### src/hdl/rrt_pkg.sv
// ----------------------------------------------------------------------------
// rrt_pkg
// Shared types and constants of the rectangle region table.
// ----------------------------------------------------------------------------
package rrt_pkg;

    localparam int MAX_REGIONS = 16;
    localparam int COORD_BITS  = 10;
    localparam int SLOT_BITS   = (MAX_REGIONS > 1) ? $clog2(MAX_REGIONS) : 1;
    localparam int CNT_BITS    = $clog2(MAX_REGIONS + 1);
    localparam int HANDLE_BITS = 4;
    localparam int STATUS_BITS = 3;

    localparam logic [STATUS_BITS-1:0] ST_ADDED     = 3'd0;
    localparam logic [STATUS_BITS-1:0] ST_BOUNDS    = 3'd1;
    localparam logic [STATUS_BITS-1:0] ST_MALFORMED = 3'd2;
    localparam logic [STATUS_BITS-1:0] ST_OVERLAP   = 3'd3;
    localparam logic [STATUS_BITS-1:0] ST_FULL      = 3'd4;
    localparam logic [STATUS_BITS-1:0] ST_REMOVED   = 3'd5;
    localparam logic [STATUS_BITS-1:0] ST_NOTFOUND  = 3'd6;

    localparam logic MODE_ADD    = 1'b0;
    localparam logic MODE_REMOVE = 1'b1;

    typedef struct packed {
        logic                   mode;
        logic [COORD_BITS-1:0]  left;
        logic [COORD_BITS-1:0]  top;
        logic [COORD_BITS-1:0]  right;
        logic [COORD_BITS-1:0]  bottom;
        logic [HANDLE_BITS-1:0] handle;
    } t_req;

    typedef struct packed {
        logic [STATUS_BITS-1:0] status;
        logic [HANDLE_BITS-1:0] slot;
    } t_rsp;

    typedef struct packed {
        logic [COORD_BITS-1:0] left;
        logic [COORD_BITS-1:0] top;
        logic [COORD_BITS-1:0] right;
        logic [COORD_BITS-1:0] bottom;
    } t_rect;

    typedef struct packed {
        logic                 wr_en;
        logic [SLOT_BITS-1:0] wr_addr;
        logic                 clr_en;
        logic [SLOT_BITS-1:0] clr_addr;
    } t_tbl_ctl;

endpackage

### src/hdl/rectangle_region_table.sv
// ----------------------------------------------------------------------------
// rectangle_region_table
// Table of non-overlapping rectangles with add and remove commands.
// ----------------------------------------------------------------------------
// A command is taken when start is high and busy is low; exactly one result
// follows on o_rsp, marked by o_done for one cycle, and must be taken then.
// A remove, or an add rejected as out of bounds or malformed, is answered
// from the check state. An add that passes those checks walks the table one
// slot per cycle through the memory read port and the shared overlap
// comparator: busy stays high until the last slot is compared, or less long
// when an overlap is found early. The result appears in the cycle busy falls.
// Grid registers sit at byte addresses 0 (width) and 4 (height).
module rectangle_region_table
    import rrt_pkg::*;
(
    input  logic        i_clk,
    input  logic        i_rst_n,
    input  logic        start,
    output logic        busy,
    input  t_req        i_req,
    output logic        o_done,
    output t_rsp        o_rsp,
    input  logic        psel,
    input  logic        penable,
    input  logic        pwrite,
    input  logic [2:0]  paddr,
    input  logic [31:0] pwdata,
    output logic [31:0] prdata,
    output logic        pready
);

    localparam logic [1:0] S_IDLE  = 2'd0;
    localparam logic [1:0] S_CHECK = 2'd1;
    localparam logic [1:0] S_SCAN  = 2'd2;

    localparam logic [SLOT_BITS-1:0] LAST_SLOT = SLOT_BITS'(MAX_REGIONS - 1);
    localparam logic [CNT_BITS-1:0]  SLOT_CNT  = CNT_BITS'(MAX_REGIONS);

    logic [1:0]            r_state, n_state;
    t_req                  r_req, n_req;
    logic [COORD_BITS-1:0] r_gw, r_gh;
    logic [CNT_BITS-1:0]   r_idx, n_idx;
    logic                  r_cmp_act, n_cmp_act;
    logic [SLOT_BITS-1:0]  r_cmp_idx, n_cmp_idx;
    logic                  r_free_found, n_free_found;
    logic [SLOT_BITS-1:0]  r_free_slot, n_free_slot;
    logic                  r_done, n_done;
    t_rsp                  r_rsp, n_rsp;

    t_rect                  rd_data;
    t_rect                  req_rect;
    logic [MAX_REGIONS-1:0] valid;
    t_tbl_ctl               ctl;
    logic                   ovl_hit;
    logic                   cur_valid;
    logic                   out_of_bounds;
    logic                   malformed;
    logic [SLOT_BITS-1:0]   h_idx;
    logic                   cfg_wr;

    assign req_rect = '{left: r_req.left, top: r_req.top,
                        right: r_req.right, bottom: r_req.bottom};

    rrt_store u_store (
        .i_clk     (i_clk),
        .i_rst_n   (i_rst_n),
        .i_rd_addr (r_idx[SLOT_BITS-1:0]),
        .o_rd_data (rd_data),
        .i_ctl     (ctl),
        .i_wr_data (req_rect),
        .o_valid   (valid)
    );

    rrt_overlap u_overlap (
        .i_a   (req_rect),
        .i_s   (rd_data),
        .o_hit (ovl_hit)
    );

    assign out_of_bounds =
        ({1'b0, r_req.left} > {1'b0, r_gw}) ||
        ({1'b0, r_req.right} > ({1'b0, r_gw} + (COORD_BITS+1)'(1))) ||
        ({1'b0, r_req.top} > {1'b0, r_gh}) ||
        ({1'b0, r_req.bottom} > ({1'b0, r_gh} + (COORD_BITS+1)'(1)));
    assign malformed = (r_req.left > r_req.right) || (r_req.top > r_req.bottom);
    assign h_idx     = SLOT_BITS'(r_req.handle);
    assign cur_valid = valid[r_cmp_idx];

    always_comb begin
        n_state      = r_state;
        n_req        = r_req;
        n_idx        = r_idx;
        n_cmp_act    = r_cmp_act;
        n_cmp_idx    = r_cmp_idx;
        n_free_found = r_free_found;
        n_free_slot  = r_free_slot;
        n_done       = 1'b0;
        n_rsp        = r_rsp;
        ctl          = '0;
        case (r_state)
            S_IDLE: begin
                if (start) begin
                    n_req   = i_req;
                    n_state = S_CHECK;
                end
            end
            S_CHECK: begin
                n_idx        = '0;
                n_cmp_act    = 1'b0;
                n_free_found = 1'b0;
                n_rsp.slot   = '0;
                if (r_req.mode == MODE_REMOVE) begin
                    n_done  = 1'b1;
                    n_state = S_IDLE;
                    if ((32'(r_req.handle) < MAX_REGIONS) && valid[h_idx]) begin
                        ctl.clr_en   = 1'b1;
                        ctl.clr_addr = h_idx;
                        n_rsp.status = ST_REMOVED;
                    end else begin
                        n_rsp.status = ST_NOTFOUND;
                    end
                end else if (out_of_bounds) begin
                    n_done       = 1'b1;
                    n_state      = S_IDLE;
                    n_rsp.status = ST_BOUNDS;
                end else if (malformed) begin
                    n_done       = 1'b1;
                    n_state      = S_IDLE;
                    n_rsp.status = ST_MALFORMED;
                end else begin
                    n_state = S_SCAN;
                end
            end
            S_SCAN: begin
                if (r_idx < SLOT_CNT) begin
                    n_idx     = r_idx + CNT_BITS'(1);
                    n_cmp_act = 1'b1;
                    n_cmp_idx = r_idx[SLOT_BITS-1:0];
                end else begin
                    n_cmp_act = 1'b0;
                end
                if (r_cmp_act) begin
                    if (cur_valid && ovl_hit) begin
                        n_done       = 1'b1;
                        n_state      = S_IDLE;
                        n_rsp.status = ST_OVERLAP;
                        n_rsp.slot   = '0;
                    end else if (r_cmp_idx == LAST_SLOT) begin
                        n_done  = 1'b1;
                        n_state = S_IDLE;
                        if (r_free_found || !cur_valid) begin
                            ctl.wr_en    = 1'b1;
                            ctl.wr_addr  = r_free_found ? r_free_slot : r_cmp_idx;
                            n_rsp.status = ST_ADDED;
                            n_rsp.slot   = HANDLE_BITS'(ctl.wr_addr);
                        end else begin
                            n_rsp.status = ST_FULL;
                            n_rsp.slot   = '0;
                        end
                    end else if (!r_free_found && !cur_valid) begin
                        n_free_found = 1'b1;
                        n_free_slot  = r_cmp_idx;
                    end
                end
            end
            default: begin
                n_state = S_IDLE;
            end
        endcase
    end

    assign cfg_wr = psel && penable && pwrite;

    always_ff @(posedge i_clk) begin
        if (!i_rst_n) begin
            r_state      <= S_IDLE;
            r_idx        <= '0;
            r_cmp_act    <= 1'b0;
            r_cmp_idx    <= '0;
            r_free_found <= 1'b0;
            r_free_slot  <= '0;
            r_done       <= 1'b0;
            r_gw         <= '0;
            r_gh         <= '0;
        end else begin
            r_state      <= n_state;
            r_idx        <= n_idx;
            r_cmp_act    <= n_cmp_act;
            r_cmp_idx    <= n_cmp_idx;
            r_free_found <= n_free_found;
            r_free_slot  <= n_free_slot;
            r_done       <= n_done;
            if (cfg_wr && !paddr[2]) begin
                r_gw <= pwdata[COORD_BITS-1:0];
            end
            if (cfg_wr && paddr[2]) begin
                r_gh <= pwdata[COORD_BITS-1:0];
            end
        end
    end

    always_ff @(posedge i_clk) begin
        r_req <= n_req;
        r_rsp <= n_rsp;
    end

    assign busy   = (r_state != S_IDLE);
    assign o_done = r_done;
    assign o_rsp  = r_rsp;
    assign pready = 1'b1;
    assign prdata = paddr[2] ? {(32-COORD_BITS)'(0), r_gh}
                             : {(32-COORD_BITS)'(0), r_gw};

endmodule

### src/hdl/rrt_overlap.sv
// ----------------------------------------------------------------------------
// rrt_overlap
// Shared strict-overlap comparator; touching edges are not an overlap.
// ----------------------------------------------------------------------------
module rrt_overlap
    import rrt_pkg::*;
(
    input  t_rect i_a,
    input  t_rect i_s,
    output logic  o_hit
);

    logic apart_x;
    logic apart_y;

    assign apart_x = (i_a.left >= i_s.right) || (i_s.left >= i_a.right);
    assign apart_y = (i_a.top >= i_s.bottom) || (i_s.top >= i_a.bottom);
    assign o_hit   = !apart_x && !apart_y;

endmodule

### src/hdl/rrt_store.sv
// ----------------------------------------------------------------------------
// rrt_store
// Rectangle memory with registered read and per-slot valid flags.
// ----------------------------------------------------------------------------
module rrt_store
    import rrt_pkg::*;
(
    input  logic                   i_clk,
    input  logic                   i_rst_n,
    input  logic [SLOT_BITS-1:0]   i_rd_addr,
    output t_rect                  o_rd_data,
    input  t_tbl_ctl               i_ctl,
    input  t_rect                  i_wr_data,
    output logic [MAX_REGIONS-1:0] o_valid
);

    t_rect r_mem [MAX_REGIONS];
    t_rect r_rd_data;
    logic [MAX_REGIONS-1:0] r_valid;

    always_ff @(posedge i_clk) begin
        if (i_ctl.wr_en) begin
            r_mem[i_ctl.wr_addr] <= i_wr_data;
        end
        r_rd_data <= r_mem[i_rd_addr];
    end

    always_ff @(posedge i_clk) begin
        if (!i_rst_n) begin
            r_valid <= '0;
        end else begin
            if (i_ctl.wr_en) begin
                r_valid[i_ctl.wr_addr] <= 1'b1;
            end
            if (i_ctl.clr_en) begin
                r_valid[i_ctl.clr_addr] <= 1'b0;
            end
        end
    end

    assign o_rd_data = r_rd_data;
    assign o_valid   = r_valid;

endmodule

### config.mk
export PLATFORM = sky130hd
export DESIGN_NAME = rectangle_region_table
export DESIGN_NICKNAME = d
export VERILOG_FILES = /design/src/hdl/rrt_pkg.sv /design/src/hdl/rectangle_region_table.sv /design/src/hdl/rrt_overlap.sv /design/src/hdl/rrt_store.sv
export SDC_FILE = /design/constraint.sdc
export NUM_CORES = 1
export LEC_CHECK = 0
export BUFFER_PORTS_ARGS = -buffer_cell sky130_fd_sc_hd__buf_4
export CORE_MARGIN = 2
export CORE_UTILIZATION = 64
export CTS_BUF_LIST = sky130_fd_sc_hd__clkbuf_8 sky130_fd_sc_hd__clkbuf_16
export CTS_CLUSTER_DIAMETER = 50
export DETAILED_ROUTE_END_ITERATION = 7
export HOLD_SLACK_MARGIN = 0.1
export PLACE_DENSITY = 0.82
export SLEW_MARGIN = 20
export SYNTH_ARGS = -nofsm -noshare
export SYNTH_HDL_FRONTEND = slang
export SYNTH_SLANG_ARGS = --single-unit
### constraint.sdc
create_clock -name i_clk -period 15.6 [get_ports i_clk]
set_clock_uncertainty 0.05 [all_clocks]
set_input_delay 2.34 -clock i_clk [delete_from_list [all_inputs] [get_ports i_clk]]
set_output_delay 2.34 -clock i_clk [all_outputs]
set_load 0.02 [all_outputs]
== Word level (Yosys, flattened, before mapping) ==
Memories as Yosys holds them, arrays and structs flattened. A register that Yosys moved wholly into a read port is not among the register bits.
Cells that the tools add are included.
W data, S select, Z words.

* Add/sub/neg operators: 3
* Magnitude comparators: 17
* Equality and inequality tests: 11
* Muxes and demuxes: 56
* Bitwise gates (word level): 5
* Reductions and logical operators: 32

{| class="wikitable"
|+ Operators by type and width
! operator !! count
|-
| $mux W16 || 3
|-
| $mux W5 || 9
|-
| $ge A10 B10 Y1 || 4
|-
| $gt A10 B10 Y1 || 4
|-
| $mux W7 || 4
|-
| $add A10 B1 Y11 const B || 2
|-
| $gt A10 B11 Y1 || 2
|-
| $lt A4 B5 Y1 const B || 4
|-
| $mux W1 || 17
|-
| $and A16 B16 Y16 || 1
|-
| $mux W2 || 8
|-
| $not A16 Y16 || 1
|-
| $or A16 B16 Y16 || 1
|-
| $pmux W7 S2 || 1
|-
| $ne A2 B2 Y1 const B || 6
|-
| $mux W10 || 1
|-
| $pmux W5 S2 || 1
|-
| $reduce_and A5 Y1 || 2
|-
| $logic_and A1 B1 Y1 || 9
|-
| $mux W3 || 3
|-
| $bmux W1 S4 || 2
|-
| $demux W1 S4 || 2
|-
| $ge A4 B1 Y1 const B || 2
|-
| $logic_or A1 B1 Y1 || 7
|-
| 17 further kinds || 28
|}

* Register bits: 106
* RAM bits: 640
* Input port bits: 86
* Memories: 1

{| class="wikitable"
|+ Memories
! memory !! depth !! bits a word !! read ports !! clocked after memory_dff !! write ports !! RTL line !! RTL
|-
| u_store.r_mem || 16 || 40 || 1 || 1 || 1 || rrt_store.sv:17 || <nowiki>t_rect r_mem [MAX_REGIONS];</nowiki>
|}

== Longest topological paths before layout ==
* Word-level depth: 18
* Depth in mapped cells: 13

== Hierarchy ==
From an unflattened synthesis, not the netlist that was laid out.

* Cells, all modules: 1820
* Area, all modules: 32423.6 um^2

{| class="wikitable"
|+ Modules (own cells, without submodules)
! module !! instances !! cells each !! area an instance (um^2)
|-
| rrt_store || 1 || 1091 || 25752.2
|-
| rectangle_region_table || 1 || 596 || 5699.2
|-
| rrt_overlap || 1 || 133 || 972.2
|}

== Least setup slack after synthesis ==
No wires, ideal clock.

* Path type: reg-to-reg
* Start point: register r_req[17] (netlist name)
* End point: memory u_store.r_mem[12][0] (netlist name), enable pin
* Data arrival time: 6.175 ns
* Setup slack: 8.838 ns
* Stages on the path, launching flop included: 11
* Period minus slack after synthesis: 6.762 ns
* Cells stage by stage: edfxtp_1 > inv_1 > ha_1 > a211o_1 > a21oi_1 > o21a_1 > o2bb2ai_1 > o31ai_2 > and2_1 > buf_2 > nor4_1

* Cells in the longest elaborated chain, start to end: 10

{| class="wikitable"
|+ Ends and longest elaborated chain
! element !! RTL line !! RTL
|-
| from (decl) || rectangle_region_table.sv:40 || <nowiki>t_req r_req, n_req;</nowiki>
|-
| from (signal assigned) || rectangle_region_table.sv:203 || <nowiki>r_req <= n_req;</nowiki>
|-
| $ge A10 B10 Y1 * || rrt_overlap.sv:16 || <nowiki>assign apart_x = (i_a.left >= i_s.right) || (i_s.left >= i_a.right);</nowiki>
|-
| $logic_or A1 B1 Y1 * || rrt_overlap.sv:16 ||
|-
| $logic_not A1 Y1 * || rrt_overlap.sv:18 || <nowiki>assign o_hit = !apart_x && !apart_y;</nowiki>
|-
| $logic_and A1 B1 Y1 * || rrt_overlap.sv:18 ||
|-
| $logic_and A1 B1 Y1 * || rectangle_region_table.sv:143 || <nowiki>if (cur_valid && ovl_hit) begin</nowiki>
|-
| $mux W5 * || rectangle_region_table.sv:143 ||
|-
| $mux W5 * || rectangle_region_table.sv:142 || <nowiki>if (r_cmp_act) begin</nowiki>
|-
| $mux W5 * || rectangle_region_table.sv:100 || <nowiki>case (r_state)</nowiki>
|-
| $mux W1 || rrt_store.sv:22 || <nowiki>if (i_ctl.wr_en) begin</nowiki>
|-
| $mux W1 (implied by the code) || rrt_store.sv:23 || <nowiki>r_mem[i_ctl.wr_addr] <= i_wr_data;</nowiki>
|-
| to (decl) || rrt_store.sv:17 ||
|}

Every way passes the cells marked *; elsewhere a longest branch is shown, timed or not.

== Worst setup path after layout ==
* Start point: input port paddr[2]
* End point: output port prdata[4]

* Cells in the longest elaborated chain, start to end: 1

{| class="wikitable"
|+ Ends and longest elaborated chain
! element !! RTL line !! RTL
|-
| from (decl) || rectangle_region_table.sv:26 || <nowiki>input logic [2:0] paddr,</nowiki>
|-
| $mux W10 || rectangle_region_table.sv:211 || <nowiki>assign prdata = paddr[2] ? {(32-COORD_BITS)'(0), r_gh}</nowiki>
|-
| to (decl) || rectangle_region_table.sv:28 || <nowiki>output logic [31:0] prdata,</nowiki>
|}

Every way passes these cells.

==> summary by stage <==
Clock tree
In this run, post-CTS hold repair placed 0 buffers. The tree is rooted in a sky130_fd_sc_hd__clkbuf_16. The clock latency of the later-clocked register in the worst-skew pair is 0.62 ns.

CTS built an H-tree with a depth of 3. CTS saw 786 sinks. After clock tree synthesis, the repair step resized 0 gates. The CTS tree is yes. The clock tree buffer depth is 3. The clock transition at the registers of the reported paths is 0.06 ns.

The clock buffer count from CTS is 79. The buffers inserted during post-CTS setup optimization is 0.

Synthesis
The primary flip-flop cell chosen by synthesis mapping is sky130_fd_sc_hd__edfxtp_1. Synthesis handed over a netlist of 1721 instances. The synthesis warning total is 0. The total of flip-flops plus latches after synthesis is 786.

The number of flops mapped to enable cells by yosys is 692. The post-synthesis average cell area is 18.7 um^2. The synthesized area is 32200 um^2. The post-synthesis cell type count is 74. The fraction of registers with async set or reset after synthesis is 0%.

The sequential cell area fraction in the yosys report is 70.3%.

Power
Combinational logic is responsible for 2.5% of the overall power. The power per cell area is 119 nW/um^2. The completed layout was analyzed and its total power is 4.33 mW.

Cell internal power was estimated by the tool at 3.45 mW. The analysis attributes to cell leakage a power of 11.9 nW. In this run switching power makes up 20.3% of total power. IR analysis of the VDD net gives a maximum drop of 0.186 mV.

The net load switching power is 0.879 mW. The clock network accounts for 43.6% of the total power. The part of the power in registers is 53.9%.

Critical path
By startpoint and endpoint, the worst setup path is classified as input pin to output pin. The critical path endpoint category is an output pin. The signal on the critical path passes through buf_4 -> o21ai_0 -> buf_4. The top fanout value on the critical path is 23. The worst setup path is launched from an input pin. The required time of the worst setup path is 13.21 ns. The cell seen most often among critical-path stages is sky130_fd_sc_hd__buf_4. The master of the slowest instance on the critical path is sky130_fd_sc_hd__o21ai_0.

The data arrival time of the critical path is 2.96 ns. The largest stage delay on the critical path is 0.25 ns.

Die
The initial core utilization is 64.5%. The placeable core region is 50000 um^2. The overall die width is 228 um.

The initialized floorplan defines 82 standard-cell rows. The die height is 228 um. The number of I/O pins is 128. The full die area is 52200 um^2.

Drt
The detailed-routed wire length on met3 is 6070 um. After detailed routing, the met2 layer carries 37500 um of wire. Once detail routing completed, the nets flagged for antenna violations numbered 0. The sum of routed wire segments on met1 is 28000 um.

The number of remaining DRC errors is 0. The detailed-routing iteration count for the pre-antenna-repair pass is 5. The detailed router placed 17000 vias in this run. The detailed router's first-iteration violation count is 2132. The via-per-instance ratio is 6.59. The highest metal layer with signal wires is met4. The final layout contains routed wiring with a total length of 74300 um.

The wire length per cell after detailed routing is 28.8 um.

GRT
The number of global-route vias before repair is 17600. The overall routing resource usage is 29.2%. The initial antenna violation count is 0. Global routing finished with a remaining overflow of 0. Entering global routing, the biggest net connects 115 pins. The first global-routing pass estimated 111000 um of wire.

Final layout
0 antenna diodes ended up in the layout. Compared with the post-synthesis result, the final layout area differs by 12.6%. In the layout the commonest cells are sky130_fd_sc_hd__edfxtp_1 (692), sky130_fd_sc_hd__mux4_2 (206), sky130_fd_sc_hd__buf_4 (110). The share of post-route cells with drive strength above 1 is 25.7%. The number of nets in the final layout is 2037.

The most frequent standard cell in the layout excluding fill and tap cells is sky130_fd_sc_hd__edfxtp_1.

STA
The highest clock rate is 0.187 GHz. Setup slack on the critical path of the routed design comes to 10.25 ns. Setup repair after global routing left no endpoint under its margin. Measured against its own limit, the worst slew margin works out to 28.4%. Across all hold checks on the routed design, the worst slack comes to 0.421 ns. The final count of hold timing violations is 0.

The sum of negative setup slack is 0 ns. The final max-slew violation count is 0. The worst path uses 34.3% of the clock period.

Setup violations remaining at the end of the flow were counted as 0. After layout, the minimum clock period comes to 5.35 ns. For the pin with the worst max-slew slack, the measured transition is 1.07 ns.

Worst hold path
The path class of the tightest hold or removal check is flip-flop to flip-flop.

Placed design
Routability-driven placement finished with a final weighted congestion of 0.901. The minimum setup slack after placement is 10.28 ns. Summed over all nets, the half-perimeter wirelength after detailed placement is 39700 um. In this run the tool buffered the top-level ports with 80 buffer cells.

Status
The flow ran to the end, and the final reports show no timing, DRC or antenna violations.

Run
The max-capacitance violation count is 0.
[cell usage after synthesis (10+ instances only)]
library cell	count	area (um^2)
sky130_fd_sc_hd__mux2i_1	14	140
sky130_fd_sc_hd__o21a_1	10	75.1
sky130_fd_sc_hd__mux4_2	206	4640
sky130_fd_sc_hd__xnor2_1	19	166
sky130_fd_sc_hd__nor2_1	40	150
sky130_fd_sc_hd__nor4_1	14	87.6
sky130_fd_sc_hd__clkbuf_1	48	180
sky130_fd_sc_hd__dfxtp_1	94	1880
sky130_fd_sc_hd__nand4_1	17	106
sky130_fd_sc_hd__nor2b_1	13	81.3
sky130_fd_sc_hd__buf_1	13	48.8
sky130_fd_sc_hd__nor3_1	14	70.1
sky130_fd_sc_hd__buf_4	23	173
sky130_fd_sc_hd__edfxtp_1	692	20800
sky130_fd_sc_hd__nand3_1	20	100
sky130_fd_sc_hd__nand2_1	87	327
sky130_fd_sc_hd__ha_1	106	1330
sky130_fd_sc_hd__inv_1	76	285
sky130_fd_sc_hd__a21oi_1	63	315
sky130_fd_sc_hd__o21ai_0	26	130
[flip-flops by register name (all words and copies together), names as in the netlist, 5 cells and up]
signal	flops
o_rsp	7
r_gh	10
r_gw	10
r_idx	5
r_req	41
u_store.o_rd_data	40
u_store.o_valid	16
u_store.r_mem	640
[cell families after synthesis]
kind of cell,synth area share [%]
mux,15.1
simple gates,3.86
xor+xnor,0.516
compound gates,3.70
other cells,0.0233
buf+inv,2.37
flops,70.3
fa+ha+maj,4.12
[worst paths after layout]
kind                           to  slack (ns)  cells past startpoint       from
max                     prdata[4]       10.25                      3   paddr[2]
min reg2reg               r_gw[4]        0.42                      2    r_gw[4]
min                       r_gw[4]        0.42                      2    r_gw[4]
max reg2reg  u_store.r_mem[1][30]       10.27                     10  r_req[34]
[area by class of cell]
cell class | instances | area [um^2]
Tap cell | 672 | 841
Inverter | 77 | 289
Clock buffer | 84 | 2070
Timing Repair Buffer | 113 | 893
Sequential cell | 786 | 22700
Clock inverter | 58 | 526
Multi-Input combinational cell | 788 | 9000
Fill cell | 2905 | 13700
[worst max-delay path: cells and delay by family]
kind / cells / cell delay (ns)
AO/OA/AOI/OAI: 1 / 0.25
buffers and inverters: 2 / 0.37
[through the flow]
step | instances | area, um^2 | util [%]
floorplan | 1742 | 32300 | -
global route | 2578 | 36300 | 72.6
CTS | 2576 | 36200 | 72.5
detailed placement | 2434 | 33700 | 67.4
finish | 2578 | 36300 | 72.6
global placement | 2434 | 33700 | 67.4
[power groups by stage]
stage               sequential [mW]  combinational [mW]  clock [mW]
global placement               2.38               0.100           0
detailed placement             2.38               0.105           0
CTS                            2.33               0.107        1.91
finish                         2.34               0.108        1.89
global route                   2.34               0.118        1.98
floorplan                      2.37              0.0633           0
[layer usage]
layer  up-vias  global-route usage [%]
li1       7155                       -
met1      8719                    38.6
met2       922                    49.2
met3       186                    5.49
met4         0                    10.7
met5         -                       0
Power figures use the tool's default switching activity.
